==> config.mk <==
export PLATFORM = sky130hd
export DESIGN_NAME = textured_quad_clipper_core
export DESIGN_NICKNAME = d
export VERILOG_FILES = /design/src/design/tqc_pkg.sv /design/src/design/textured_quad_clipper_core.sv /design/src/design/tqc_front.sv /design/src/design/tqc_queue.sv /design/src/design/tqc_back.sv
export SDC_FILE = /design/constraint.sdc
export NUM_CORES = 2
export LEC_CHECK = 0
export ABC_AREA = 0
export CAP_MARGIN = 10
export CORE_ASPECT_RATIO = 1.25
export CORE_MARGIN = 2
export CORE_UTILIZATION = 30
export CTS_CLUSTER_SIZE = 10
export DETAILED_ROUTE_END_ITERATION = 10
export DONT_BUFFER_PORTS = 1
export PLACE_DENSITY_LB_ADDON = 0.15
export SLEW_MARGIN = 10
export SYNTH_ARGS = -nofsm -noshare
export SYNTH_HDL_FRONTEND = slang
export SYNTH_SLANG_ARGS = --single-unit
export TNS_END_PERCENT = 5
==> constraint.sdc <==
create_clock -name clock -period 101 [get_ports clock]
set_input_delay 15.15 -clock clock [delete_from_list [all_inputs] [get_ports clock]]
set_output_delay 15.15 -clock clock [all_outputs]
set_load 0.005 [all_outputs]
==> src/design/tqc_pkg.sv <==
`timescale 1ns / 1ps

package tqc_pkg;

   localparam int COORD_WIDTH = 20;
   localparam int FRAC_BITS   = 16;

   // Internal coordinates carry headroom for sums of a few Q fields.
   localparam int IW  = COORD_WIDTH + 4;
   localparam int UW  = COORD_WIDTH - 1;
   localparam int NW  = IW - 1;
   localparam int PW  = COORD_WIDTH + NW;
   localparam int CNT_W = $clog2(COORD_WIDTH);

   localparam int QUEUE_DEPTH = 2;
   localparam int QPTR_W = $clog2(QUEUE_DEPTH);
   localparam int QCNT_W = $clog2(QUEUE_DEPTH + 1);

   typedef logic signed [IW-1:0] coord_type;

   localparam coord_type ONE_Q = coord_type'(longint'(1) << FRAC_BITS);
   localparam coord_type MAX_V = coord_type'((longint'(1) << (COORD_WIDTH - 1)) - 1);
   localparam coord_type MIN_V = coord_type'(-(longint'(1) << (COORD_WIDTH - 1)));

   localparam logic [2:0] REG_CLIP_LEFT   = 3'd0;
   localparam logic [2:0] REG_CLIP_TOP    = 3'd1;
   localparam logic [2:0] REG_CLIP_WIDTH  = 3'd2;
   localparam logic [2:0] REG_CLIP_HEIGHT = 3'd3;
   localparam logic [2:0] REG_SHIFT_X     = 3'd4;
   localparam logic [2:0] REG_SHIFT_Y     = 3'd5;
   localparam logic [2:0] REG_COLOR       = 3'd6;

   typedef struct packed {
      logic signed [COORD_WIDTH-1:0] clip_left;
      logic signed [COORD_WIDTH-1:0] clip_top;
      logic [UW-1:0]                 clip_width;
      logic [UW-1:0]                 clip_height;
      logic signed [COORD_WIDTH-1:0] shift_x;
      logic signed [COORD_WIDTH-1:0] shift_y;
      logic [31:0]                   color;
   } cfg_type;

   // One accepted rectangle after classification.
   typedef struct packed {
      coord_type  l;
      coord_type  t;
      coord_type  w;
      coord_type  h;
      coord_type  wl;
      coord_type  wt;
      coord_type  ww;
      coord_type  wh;
      coord_type  u0;
      coord_type  u1;
      coord_type  u2;
      coord_type  u3;
      coord_type  v0;
      coord_type  v1;
      coord_type  v2;
      coord_type  v3;
      logic [1:0] rot;
      logic       newtex;
   } rec_type;

   function automatic logic signed [COORD_WIDTH-1:0] sat_coord(input coord_type v);
      coord_type r;
      r = v;
      if (v > MAX_V) r = MAX_V;
      if (v < MIN_V) r = MIN_V;
      return r[COORD_WIDTH-1:0];
   endfunction

   // Corner emitted as vertex k of the two triangles.
   function automatic logic [1:0] corner_of(input logic [2:0] k);
      logic [1:0] c;
      case (k)
         3'd0: c = 2'd0;
         3'd1: c = 2'd1;
         3'd2: c = 2'd3;
         3'd3: c = 2'd0;
         3'd4: c = 2'd3;
         default: c = 2'd2;
      endcase
      return c;
   endfunction

endpackage

==> src/design/textured_quad_clipper_core.sv <==
`timescale 1ns / 1ps
// Channel   Handshake                      Payload
// req       push / full                    rect, texture window, rotation, texture id
// rsp       empty / pop                    one vertex: position, uv, color, flags
// csr       psel penable pwrite / pready   seven registers at byte address 4*i
//
// In the back end a rectangle is taken from the queue and its edges are checked
// one at a time; each clipped edge then goes through the shared multiply and the
// bit-serial divider, which yields one quotient bit per cycle, before six vertices
// are emitted.
// Culled rectangles are dropped at the front and produce no vertices.
// A two-entry queue between front and back lets new rectangles enter while
// vertices wait on a stalled result side. Reset is synchronous and active high.

module textured_quad_clipper_core import tqc_pkg::*; (
   input  logic                          clock,
   input  logic                          reset,
   input  logic                          push,
   output logic                          full,
   input  logic signed [COORD_WIDTH-1:0] req_rect_left,
   input  logic signed [COORD_WIDTH-1:0] req_rect_top,
   input  logic [UW-1:0]                 req_rect_width,
   input  logic [UW-1:0]                 req_rect_height,
   input  logic signed [COORD_WIDTH-1:0] req_win_left,
   input  logic signed [COORD_WIDTH-1:0] req_win_top,
   input  logic signed [COORD_WIDTH-1:0] req_win_width,
   input  logic signed [COORD_WIDTH-1:0] req_win_height,
   input  logic [1:0]                    req_rotation,
   input  logic [31:0]                   req_texture_id,
   output logic                          empty,
   input  logic                          pop,
   output logic signed [COORD_WIDTH-1:0] rsp_vert_x,
   output logic signed [COORD_WIDTH-1:0] rsp_vert_y,
   output logic signed [COORD_WIDTH-1:0] rsp_tex_u,
   output logic signed [COORD_WIDTH-1:0] rsp_tex_v,
   output logic [31:0]                   rsp_out_color,
   output logic                          rsp_new_texture,
   output logic                          rsp_last_vertex,
   input  logic                          psel,
   input  logic                          penable,
   input  logic                          pwrite,
   input  logic [4:0]                    paddr,
   input  logic [31:0]                   pwdata,
   output logic [31:0]                   prdata,
   output logic                          pready
);

   cfg_type    cfg_ff, cfg_in;
   logic       csr_write;
   logic [2:0] csr_index;
   logic       q_push, q_full, q_pop, q_empty;
   rec_type    push_rec, head_rec;

   always_comb begin
      pready    = 1'b1;
      csr_write = psel && penable && pwrite;
      csr_index = paddr[4:2];
      cfg_in    = cfg_ff;
      if (csr_write) begin
         case (csr_index)
            REG_CLIP_LEFT:   cfg_in.clip_left   = pwdata[COORD_WIDTH-1:0];
            REG_CLIP_TOP:    cfg_in.clip_top    = pwdata[COORD_WIDTH-1:0];
            REG_CLIP_WIDTH:  cfg_in.clip_width  = pwdata[UW-1:0];
            REG_CLIP_HEIGHT: cfg_in.clip_height = pwdata[UW-1:0];
            REG_SHIFT_X:     cfg_in.shift_x     = pwdata[COORD_WIDTH-1:0];
            REG_SHIFT_Y:     cfg_in.shift_y     = pwdata[COORD_WIDTH-1:0];
            REG_COLOR:       cfg_in.color       = pwdata;
            default: ;
         endcase
      end
      case (csr_index)
         REG_CLIP_LEFT:   prdata = 32'(cfg_ff.clip_left);
         REG_CLIP_TOP:    prdata = 32'(cfg_ff.clip_top);
         REG_CLIP_WIDTH:  prdata = 32'(cfg_ff.clip_width);
         REG_CLIP_HEIGHT: prdata = 32'(cfg_ff.clip_height);
         REG_SHIFT_X:     prdata = 32'(cfg_ff.shift_x);
         REG_SHIFT_Y:     prdata = 32'(cfg_ff.shift_y);
         REG_COLOR:       prdata = cfg_ff.color;
         default:         prdata = '0;
      endcase
      full = q_full;
   end

   always_ff @(posedge clock) begin
      if (reset) begin
         cfg_ff.clip_left   <= '0;
         cfg_ff.clip_top    <= '0;
         cfg_ff.clip_width  <= UW'(longint'(1) << FRAC_BITS);
         cfg_ff.clip_height <= UW'(longint'(1) << FRAC_BITS);
         cfg_ff.shift_x     <= '0;
         cfg_ff.shift_y     <= '0;
         cfg_ff.color       <= '1;
      end else begin
         cfg_ff <= cfg_in;
      end
   end

   tqc_front u_front (
      .clock       (clock),
      .reset       (reset),
      .cfg         (cfg_ff),
      .push        (push),
      .q_full      (q_full),
      .rect_left   (req_rect_left),
      .rect_top    (req_rect_top),
      .rect_width  (req_rect_width),
      .rect_height (req_rect_height),
      .win_left    (req_win_left),
      .win_top     (req_win_top),
      .win_width   (req_win_width),
      .win_height  (req_win_height),
      .rotation    (req_rotation),
      .texture_id  (req_texture_id),
      .q_push      (q_push),
      .q_rec       (push_rec)
   );

   tqc_queue u_queue (
      .clock    (clock),
      .reset    (reset),
      .push     (q_push),
      .push_rec (push_rec),
      .full     (q_full),
      .pop      (q_pop),
      .empty    (q_empty),
      .head_rec (head_rec)
   );

   tqc_back u_back (
      .clock       (clock),
      .reset       (reset),
      .cfg         (cfg_ff),
      .q_empty     (q_empty),
      .q_rec       (head_rec),
      .q_pop       (q_pop),
      .empty       (empty),
      .pop         (pop),
      .vert_x      (rsp_vert_x),
      .vert_y      (rsp_vert_y),
      .tex_u       (rsp_tex_u),
      .tex_v       (rsp_tex_v),
      .out_color   (rsp_out_color),
      .new_texture (rsp_new_texture),
      .last_vertex (rsp_last_vertex)
   );

endmodule

==> src/design/tqc_front.sv <==
`timescale 1ns / 1ps

module tqc_front import tqc_pkg::*; (
   input  logic                          clock,
   input  logic                          reset,
   input  cfg_type                       cfg,
   input  logic                          push,
   input  logic                          q_full,
   input  logic signed [COORD_WIDTH-1:0] rect_left,
   input  logic signed [COORD_WIDTH-1:0] rect_top,
   input  logic [UW-1:0]                 rect_width,
   input  logic [UW-1:0]                 rect_height,
   input  logic signed [COORD_WIDTH-1:0] win_left,
   input  logic signed [COORD_WIDTH-1:0] win_top,
   input  logic signed [COORD_WIDTH-1:0] win_width,
   input  logic signed [COORD_WIDTH-1:0] win_height,
   input  logic [1:0]                    rotation,
   input  logic [31:0]                   texture_id,
   output logic                          q_push,
   output rec_type                       q_rec
);

   logic [31:0] last_texture_ff;
   logic [31:0] last_texture_in;
   coord_type   l, t, w, h, wl, wt, ww, wh, wr, wb;
   coord_type   cl, ct, cr, cb;
   logic        culled;
   logic        accept;

   always_comb begin
      l  = coord_type'(rect_left);
      t  = coord_type'(rect_top);
      w  = coord_type'(rect_width);
      h  = coord_type'(rect_height);
      wl = coord_type'(win_left);
      wt = coord_type'(win_top);
      ww = coord_type'(win_width);
      wh = coord_type'(win_height);
      wr = wl + ww;
      wb = wt + wh;
      cl = coord_type'(cfg.clip_left);
      ct = coord_type'(cfg.clip_top);
      cr = cl + coord_type'(cfg.clip_width);
      cb = ct + coord_type'(cfg.clip_height);
      culled = (l + w < cl) || (t + h < ct) || (l > cr) || (t > cb);
      accept = push && !q_full;
      q_push = accept && !culled;

      q_rec.l = l;
      q_rec.t = t;
      q_rec.w = w;
      q_rec.h = h;
      q_rec.wl = wl;
      q_rec.wt = wt;
      q_rec.ww = ww;
      q_rec.wh = wh;
      q_rec.rot = rotation;
      q_rec.newtex = (texture_id != last_texture_ff);
      case (rotation)
         2'd0: begin
            q_rec.u0 = wl; q_rec.v0 = wt; q_rec.u1 = wr; q_rec.v1 = wt;
            q_rec.u2 = wl; q_rec.v2 = wb; q_rec.u3 = wr; q_rec.v3 = wb;
         end
         2'd1: begin
            q_rec.u0 = wl; q_rec.v0 = wb; q_rec.u1 = wl; q_rec.v1 = wt;
            q_rec.u2 = wr; q_rec.v2 = wb; q_rec.u3 = wr; q_rec.v3 = wt;
         end
         2'd2: begin
            q_rec.u0 = wr; q_rec.v0 = wb; q_rec.u1 = wl; q_rec.v1 = wb;
            q_rec.u2 = wr; q_rec.v2 = wt; q_rec.u3 = wl; q_rec.v3 = wt;
         end
         default: begin
            q_rec.u0 = wr; q_rec.v0 = wt; q_rec.u1 = wr; q_rec.v1 = wb;
            q_rec.u2 = wl; q_rec.v2 = wt; q_rec.u3 = wl; q_rec.v3 = wb;
         end
      endcase

      last_texture_in = last_texture_ff;
      if (q_push) last_texture_in = texture_id;
   end

   always_ff @(posedge clock) begin
      if (reset) begin
         last_texture_ff <= '1;
      end else begin
         last_texture_ff <= last_texture_in;
      end
   end

endmodule

==> src/design/tqc_queue.sv <==
`timescale 1ns / 1ps

module tqc_queue import tqc_pkg::*; (
   input  logic    clock,
   input  logic    reset,
   input  logic    push,
   input  rec_type push_rec,
   output logic    full,
   input  logic    pop,
   output logic    empty,
   output rec_type head_rec
);

   rec_type           mem_ff [QUEUE_DEPTH];
   logic [QPTR_W-1:0] wr_ptr_ff, wr_ptr_in;
   logic [QPTR_W-1:0] rd_ptr_ff, rd_ptr_in;
   logic [QCNT_W-1:0] count_ff, count_in;
   logic              do_push, do_pop;

   always_comb begin
      full     = (count_ff == QCNT_W'(QUEUE_DEPTH));
      empty    = (count_ff == '0);
      head_rec = mem_ff[rd_ptr_ff];
      do_push  = push && !full;
      do_pop   = pop && !empty;
      // The depth is a power of two, so the pointers wrap on their own.
      wr_ptr_in = do_push ? wr_ptr_ff + 1'b1 : wr_ptr_ff;
      rd_ptr_in = do_pop ? rd_ptr_ff + 1'b1 : rd_ptr_ff;
      count_in  = count_ff;
      if (do_push && !do_pop) count_in = count_ff + 1'b1;
      if (do_pop && !do_push) count_in = count_ff - 1'b1;
   end

   always_ff @(posedge clock) begin
      if (do_push) mem_ff[wr_ptr_ff] <= push_rec;
      if (reset) begin
         wr_ptr_ff <= '0;
         rd_ptr_ff <= '0;
         count_ff  <= '0;
      end else begin
         wr_ptr_ff <= wr_ptr_in;
         rd_ptr_ff <= rd_ptr_in;
         count_ff  <= count_in;
      end
   end

endmodule

==> src/design/tqc_back.sv <==
`timescale 1ns / 1ps

module tqc_back import tqc_pkg::*; (
   input  logic                          clock,
   input  logic                          reset,
   input  cfg_type                       cfg,
   input  logic                          q_empty,
   input  rec_type                       q_rec,
   output logic                          q_pop,
   output logic                          empty,
   input  logic                          pop,
   output logic signed [COORD_WIDTH-1:0] vert_x,
   output logic signed [COORD_WIDTH-1:0] vert_y,
   output logic signed [COORD_WIDTH-1:0] tex_u,
   output logic signed [COORD_WIDTH-1:0] tex_v,
   output logic [31:0]                   out_color,
   output logic                          new_texture,
   output logic                          last_vertex
);

   typedef enum logic [2:0] {
      ST_IDLE, ST_CHECK, ST_MUL, ST_LOAD, ST_DIV, ST_APPLY, ST_EMIT
   } state_type;

   typedef struct packed {
      state_type                     state;
      logic [1:0]                    step;
      logic [2:0]                    k;
      rec_type                       r;
      logic [NW-1:0]                 num;
      logic [NW-1:0]                 den;
      logic                          den_zero;
      logic [COORD_WIDTH-1:0]        mag;
      logic                          neg;
      coord_type                     lo;
      coord_type                     span;
      logic                          axis_u;
      logic                          up;
      logic [1:0]                    pi;
      logic [1:0]                    pj;
      logic [PW-1:0]                 prod;
      logic [NW:0]                   rem;
      logic [COORD_WIDTH-1:0]        dq;
      logic [CNT_W-1:0]              cnt;
      logic                          out_valid;
      logic signed [COORD_WIDTH-1:0] o_x;
      logic signed [COORD_WIDTH-1:0] o_y;
      logic signed [COORD_WIDTH-1:0] o_u;
      logic signed [COORD_WIDTH-1:0] o_v;
      logic [31:0]                   o_color;
      logic                          o_newtex;
      logic                          o_last;
   } ctx_type;

   ctx_type   ctx_ff, ctx_in;
   coord_type cl, ct, cr, cb;
   coord_type num_raw, den_raw, numc, f, val;
   coord_type x1, x2, y1, y2, cu, cv;
   logic      cond, horiz;
   logic [1:0] ci, cj, corner;
   logic [NW:0] rem_s;

   always_comb begin
      ctx_in = ctx_ff;
      q_pop  = 1'b0;
      cl = coord_type'(cfg.clip_left);
      ct = coord_type'(cfg.clip_top);
      cr = cl + coord_type'(cfg.clip_width);
      cb = ct + coord_type'(cfg.clip_height);
      cond = 1'b0;
      horiz = 1'b1;
      ci = 2'd0;
      cj = 2'd2;
      num_raw = '0;
      den_raw = '0;
      numc = '0;
      f = '0;
      val = '0;
      rem_s = '0;
      x1 = ctx_ff.r.l + coord_type'(cfg.shift_x);
      x2 = ctx_ff.r.l + ctx_ff.r.w + coord_type'(cfg.shift_x);
      y1 = ONE_Q - ctx_ff.r.t - coord_type'(cfg.shift_y);
      y2 = ONE_Q - (ctx_ff.r.t + ctx_ff.r.h) - coord_type'(cfg.shift_y);
      corner = corner_of(ctx_ff.k);
      case (corner)
         2'd0: begin cu = ctx_ff.r.u0; cv = ctx_ff.r.v0; end
         2'd1: begin cu = ctx_ff.r.u1; cv = ctx_ff.r.v1; end
         2'd2: begin cu = ctx_ff.r.u2; cv = ctx_ff.r.v2; end
         default: begin cu = ctx_ff.r.u3; cv = ctx_ff.r.v3; end
      endcase

      if (pop && ctx_ff.out_valid) ctx_in.out_valid = 1'b0;

      case (ctx_ff.state)
         ST_IDLE: begin
            if (!q_empty) begin
               q_pop = 1'b1;
               ctx_in.r = q_rec;
               ctx_in.step = 2'd0;
               ctx_in.state = ST_CHECK;
            end
         end
         ST_CHECK: begin
            case (ctx_ff.step)
               2'd0: begin
                  cond = ctx_ff.r.l < cl;
                  num_raw = cl - ctx_ff.r.l;
                  den_raw = ctx_ff.r.w;
                  horiz = 1'b1; ci = 2'd0; cj = 2'd2;
                  if (cond) begin
                     ctx_in.r.w = ctx_ff.r.w - num_raw;
                     ctx_in.r.l = cl;
                  end
               end
               2'd1: begin
                  cond = ctx_ff.r.t < ct;
                  num_raw = ct - ctx_ff.r.t;
                  den_raw = ctx_ff.r.h;
                  horiz = 1'b0; ci = 2'd0; cj = 2'd1;
                  if (cond) begin
                     ctx_in.r.h = ctx_ff.r.h - num_raw;
                     ctx_in.r.t = ct;
                  end
               end
               2'd2: begin
                  cond = ctx_ff.r.l + ctx_ff.r.w > cr;
                  num_raw = cr - ctx_ff.r.l;
                  den_raw = ctx_ff.r.w;
                  horiz = 1'b1; ci = 2'd1; cj = 2'd3;
                  if (cond) ctx_in.r.w = num_raw;
               end
               default: begin
                  cond = ctx_ff.r.t + ctx_ff.r.h > cb;
                  num_raw = cb - ctx_ff.r.t;
                  den_raw = ctx_ff.r.h;
                  horiz = 1'b0; ci = 2'd2; cj = 2'd3;
                  if (cond) ctx_in.r.h = num_raw;
               end
            endcase
            numc = num_raw;
            if (num_raw < 0) numc = '0;
            if (num_raw > den_raw) numc = den_raw;
            if (cond) begin
               ctx_in.num = numc[NW-1:0];
               ctx_in.den = den_raw[NW-1:0];
               ctx_in.den_zero = (den_raw <= 0);
               ctx_in.pi = ci;
               ctx_in.pj = cj;
               if (horiz) begin
                  ctx_in.axis_u = !ctx_ff.r.rot[0];
                  ctx_in.up = (ctx_ff.r.rot == 2'd0) || (ctx_ff.r.rot == 2'd3);
               end else begin
                  ctx_in.axis_u = ctx_ff.r.rot[0];
                  ctx_in.up = !ctx_ff.r.rot[1];
               end
               if (horiz == !ctx_ff.r.rot[0]) begin
                  ctx_in.lo = ctx_ff.r.wl;
                  ctx_in.span = ctx_ff.r.ww;
                  ctx_in.neg = ctx_ff.r.ww < 0;
                  ctx_in.mag = ctx_ff.r.ww < 0 ? COORD_WIDTH'(-ctx_ff.r.ww)
                                               : COORD_WIDTH'(ctx_ff.r.ww);
               end else begin
                  ctx_in.lo = ctx_ff.r.wt;
                  ctx_in.span = ctx_ff.r.wh;
                  ctx_in.neg = ctx_ff.r.wh < 0;
                  ctx_in.mag = ctx_ff.r.wh < 0 ? COORD_WIDTH'(-ctx_ff.r.wh)
                                               : COORD_WIDTH'(ctx_ff.r.wh);
               end
               ctx_in.state = ST_MUL;
            end else if (ctx_ff.step == 2'd3) begin
               ctx_in.k = '0;
               ctx_in.state = ST_EMIT;
            end else begin
               ctx_in.step = ctx_ff.step + 1'b1;
            end
         end
         ST_MUL: begin
            ctx_in.prod = PW'(ctx_ff.mag) * PW'(ctx_ff.num);
            ctx_in.state = ST_LOAD;
         end
         ST_LOAD: begin
            // The quotient never exceeds the span magnitude, so the upper
            // part of the product is already below the divisor.
            ctx_in.rem = {1'b0, ctx_ff.prod[PW-1:COORD_WIDTH]};
            ctx_in.dq = ctx_ff.prod[COORD_WIDTH-1:0];
            ctx_in.cnt = '0;
            ctx_in.state = ST_DIV;
         end
         ST_DIV: begin
            rem_s = {ctx_ff.rem[NW-1:0], ctx_ff.dq[COORD_WIDTH-1]};
            if (rem_s >= {1'b0, ctx_ff.den}) begin
               ctx_in.rem = rem_s - {1'b0, ctx_ff.den};
               ctx_in.dq = {ctx_ff.dq[COORD_WIDTH-2:0], 1'b1};
            end else begin
               ctx_in.rem = rem_s;
               ctx_in.dq = {ctx_ff.dq[COORD_WIDTH-2:0], 1'b0};
            end
            ctx_in.cnt = ctx_ff.cnt + 1'b1;
            if (ctx_ff.cnt == CNT_W'(COORD_WIDTH - 1)) ctx_in.state = ST_APPLY;
         end
         ST_APPLY: begin
            f = ctx_ff.den_zero ? '0 : coord_type'(ctx_ff.dq);
            if (ctx_ff.neg) f = -f;
            val = ctx_ff.up ? ctx_ff.lo + f : ctx_ff.lo + ctx_ff.span - f;
            if (ctx_ff.axis_u) begin
               if (ctx_ff.pi == 2'd0 || ctx_ff.pj == 2'd0) ctx_in.r.u0 = val;
               if (ctx_ff.pi == 2'd1 || ctx_ff.pj == 2'd1) ctx_in.r.u1 = val;
               if (ctx_ff.pi == 2'd2 || ctx_ff.pj == 2'd2) ctx_in.r.u2 = val;
               if (ctx_ff.pi == 2'd3 || ctx_ff.pj == 2'd3) ctx_in.r.u3 = val;
            end else begin
               if (ctx_ff.pi == 2'd0 || ctx_ff.pj == 2'd0) ctx_in.r.v0 = val;
               if (ctx_ff.pi == 2'd1 || ctx_ff.pj == 2'd1) ctx_in.r.v1 = val;
               if (ctx_ff.pi == 2'd2 || ctx_ff.pj == 2'd2) ctx_in.r.v2 = val;
               if (ctx_ff.pi == 2'd3 || ctx_ff.pj == 2'd3) ctx_in.r.v3 = val;
            end
            if (ctx_ff.step == 2'd3) begin
               ctx_in.k = '0;
               ctx_in.state = ST_EMIT;
            end else begin
               ctx_in.step = ctx_ff.step + 1'b1;
               ctx_in.state = ST_CHECK;
            end
         end
         ST_EMIT: begin
            if (!ctx_ff.out_valid || pop) begin
               ctx_in.out_valid = 1'b1;
               ctx_in.o_x = sat_coord(corner[0] ? x2 : x1);
               ctx_in.o_y = sat_coord(corner[1] ? y2 : y1);
               ctx_in.o_u = sat_coord(cu);
               ctx_in.o_v = sat_coord(cv);
               ctx_in.o_color = cfg.color;
               ctx_in.o_newtex = (ctx_ff.k == 3'd0) && ctx_ff.r.newtex;
               ctx_in.o_last = (ctx_ff.k == 3'd5);
               ctx_in.k = ctx_ff.k + 1'b1;
               if (ctx_ff.k == 3'd5) ctx_in.state = ST_IDLE;
            end
         end
         default: ctx_in.state = ST_IDLE;
      endcase

      empty       = !ctx_ff.out_valid;
      vert_x      = ctx_ff.o_x;
      vert_y      = ctx_ff.o_y;
      tex_u       = ctx_ff.o_u;
      tex_v       = ctx_ff.o_v;
      out_color   = ctx_ff.o_color;
      new_texture = ctx_ff.o_newtex;
      last_vertex = ctx_ff.o_last;
   end

   always_ff @(posedge clock) begin
      if (reset) begin
         ctx_ff.state     <= ST_IDLE;
         ctx_ff.out_valid <= 1'b0;
         ctx_ff.step      <= '0;
         ctx_ff.k         <= '0;
      end else begin
         ctx_ff <= ctx_in;
      end
   end

endmodule

==> flow_summary.toml <==
[worst_hold_path]
hold_depth = 0
holdCritPathClass = "flip-flop to flip-flop"
min_to = "u_back.out_color[16]"
hp-start = "cfg_ff[16]"

[drt]
drtAntennaViolNets = 0
vias_per_cell = 5.158
routedWlPerCell_um = 25.56
num_vias = 74600
dr.pass1.iters = 7
drc = 0
first_iter_violations = 5372
wl_um = 369700

[floorplan]
core_um2 = 344400
fp.dieW_um = 530.1
die_area_um2 = 350700
die_h_um = 661.6
boundaryPins = 385
start_util_pct = 30.14
rows = 241

[pwr]
finalPower_uw = 4331
vdd_drop_max_v = 0.0001069
p_per_area_nw_per_um2 = 37.98
power_leakage_uw = 0.04358

[timing]
finalClockSkew_ps = 94.44
fin_crit_ps = 31750
setup-tns-final_ps = 0
setup_viol = 0
relSlewSlack_pct = 10.45
fmax_ghz = 0.03150
final.period_utilization_pct = 31.43
worstMarginPinSlew_ps = 1341
hold_violations = 0
rsz0062_at_grt = "no"
slew_viol_final = 0

[yosys]
yosysWarnings = 0
synth_seq_cells = 1534
syn_nets = 11320
netlist_instances = 9880
synth-edff-count = 1338
synthTopCellsByArea = "edfxtp_1 (39%), ha_1 (9.6%), fa_1 (7.9%)"
syn_area_um2 = 103800
synthDistinctLibCells = 107
ys_seq_area_share_pct = 42.50
avgSynthCellArea_um2 = 10.50
synth.top_cell.area_share_pct = 38.72
yosys.area.top_type = "edfxtp_1"
async_flop_share_pct = 0
synth_ff_type = "edfxtp_1"

[clock_tree]
clk_latency_ps = 900
post_cts_resized = 0
cts-root-buf = "clkbuf_16"
path_clk_slew_ps = 60
cts_buffer_depth = 4
h-tree-depth = 4
tritoncts = "built"
numClockSinks = 1534
cts_setup_buffers = 0
hold_buffers = 0
cts_buffers = 186

[layout]
fin_cells = 14460
mostFrequentLayoutCell = "edfxtp_1"
syn2layout_area_growth_pct = 9.898
layout.nets = 11130
multi_input_area_um2 = 54560
num-fill-cells = 35070
layout-drive-gt1-share_pct = 6.870
layout_common_cells = "edfxtp_1 (1338), nand2_1 (1139), ha_1 (791)"
regArea_um2 = 44110

[worst_setup_path]
worstPathRequired_ps = 85850
cp_max_fo = 48
r2r-end = "u_queue.mem_ff[0][236]"
worst_setup_path_end_kind = "output port"
startpoint_type = "primary input"
r2r_cells = 23
rrSetupSlack_ps = 91420
r2r_start = "cfg_ff[110]"
critPathArrivalTime_ps = 16600
critical_path_class = "primary input to output port"

[placed_design]
placed_cells = 14110
place.gp.congestion = 0.9351
port_buffers = 0
dpl.hpwl_um = 274200

[global_routing]
grt_usage_pct = 20.60
grt_pass1_vias = 75460
overflow = 0
grt_pass1_wl_um = 526900
grt_max_degree = 240
antenna_found_initial = 43

[run_status]
status = "finished clean"

[job]
maxCapViolations = 0
power breakdown:
part           total, uW  internal (uW)  switching [uW]
clock network        624            354             270
registers            909            871            37.7
logic               2800           1160            1640
total               4330           2380            1950
kinds of logic (layout without fill, tap and decap cells):
kind of cell	Yosys count	in the layout	share of synthesized area (%)
flops	1534	1534	42.50
compound gates	2285	2285	13.99
xor+xnor	476	476	4.038
fa+ha+maj	1206	1206	17.52
simple gates	2530	2530	11.27
other cells	1	66	0.003613
buf+inv	1312	1214	5.204
mux	536	536	5.470
sequential cells by signal, indices dropped and copies added, names as in the netlist, named ones only:
name                     count
u_back.vert_x               20
u_back.out_color            32
u_back.ctx_ff              575
u_front.last_texture_ff     32
u_back.vert_y               20
u_queue.rd_ptr_ff            1
u_back.tex_u                20
u_queue.mem_ff             658
u_back.last_vertex           1
u_back.new_texture           1
u_back.tex_v                20
u_queue.count_ff             2
cfg_ff                     150
u_queue.wr_ptr_ff            1
synthesized netlist by cell type (56+ instances only):
cell,number
inv_1,789
nor2b_1,113
a31oi_1,72
clkbuf_1,359
o31ai_1,56
and2_1,190
mux2i_1,350
a21oi_1,575
xnor2_1,304
and3_1,59
nand4_1,67
fa_1,412
o21a_1,113
o21bai_1,59
xor2_1,170
o22ai_1,57
nand2b_1,97
nand3_1,113
nor2_1,444
mux2_2,179
ha_1,794
edfxtp_1,1338
nor3_1,113
dfxtp_1,196
or3_1,76
a21o_1,235
buf_4,114
nand2_1,1140
o21ai_0,665
per-layer routing:
layer / global-route usage (%) / wire length (um) / up-vias
li1: - / - / 34880
met4: 10.10 / 20290 / 28
met1: 24.33 / 146500 / 37190
met3: 4.180 / 22960 / 583
met5: 0 / 194 / -
met2: 35.41 / 179800 / 1927
critical path: stages:
cell and delay, ps:
nor2b_1 120, buf_4 240, and2_1 690, a22oi_1 190, nand4_1 170
layout make-up:
class | count | share of cell area, %
Antenna cell | 65 | 0.1426
Clock buffer | 257 | 4.504
Clock inverter | 28 | 0.2567
Inverter | 792 | 2.608
Multi-Input combinational cell | 7034 | 47.84
Sequential cell | 1534 | 38.67
Tap cell | 4617 | 5.065
Timing Repair Buffer | 137 | 0.9127
worst max-delay path by stage:
stage	startpoint	endpoint	slack, ps
global route	paddr[3]	prdata[0]	69100
floorplan	req_rect_top[0]	u_queue.mem_ff[0][0]	50010
detailed placement	paddr[3]	prdata[14]	69280
global placement	paddr[3]	prdata[14]	69320
CTS	paddr[3]	prdata[0]	69290
finish	paddr[3]	prdata[0]	69250
stage by stage:
stage	instance area (um^2)	hold slack, ps	setup slack (ps)	util, %
after global routing	114000	465.2	69100	33.10
after global placement	108500	435.6	69320	31.50
after CTS	113900	454.3	69290	33.07
final	114100	454.2	69250	33.12
after floorplan	103800	422.2	50010	-
after detailed placement	108500	443.5	69280	31.50
Note: power is estimated with default switching activity, not from simulation.
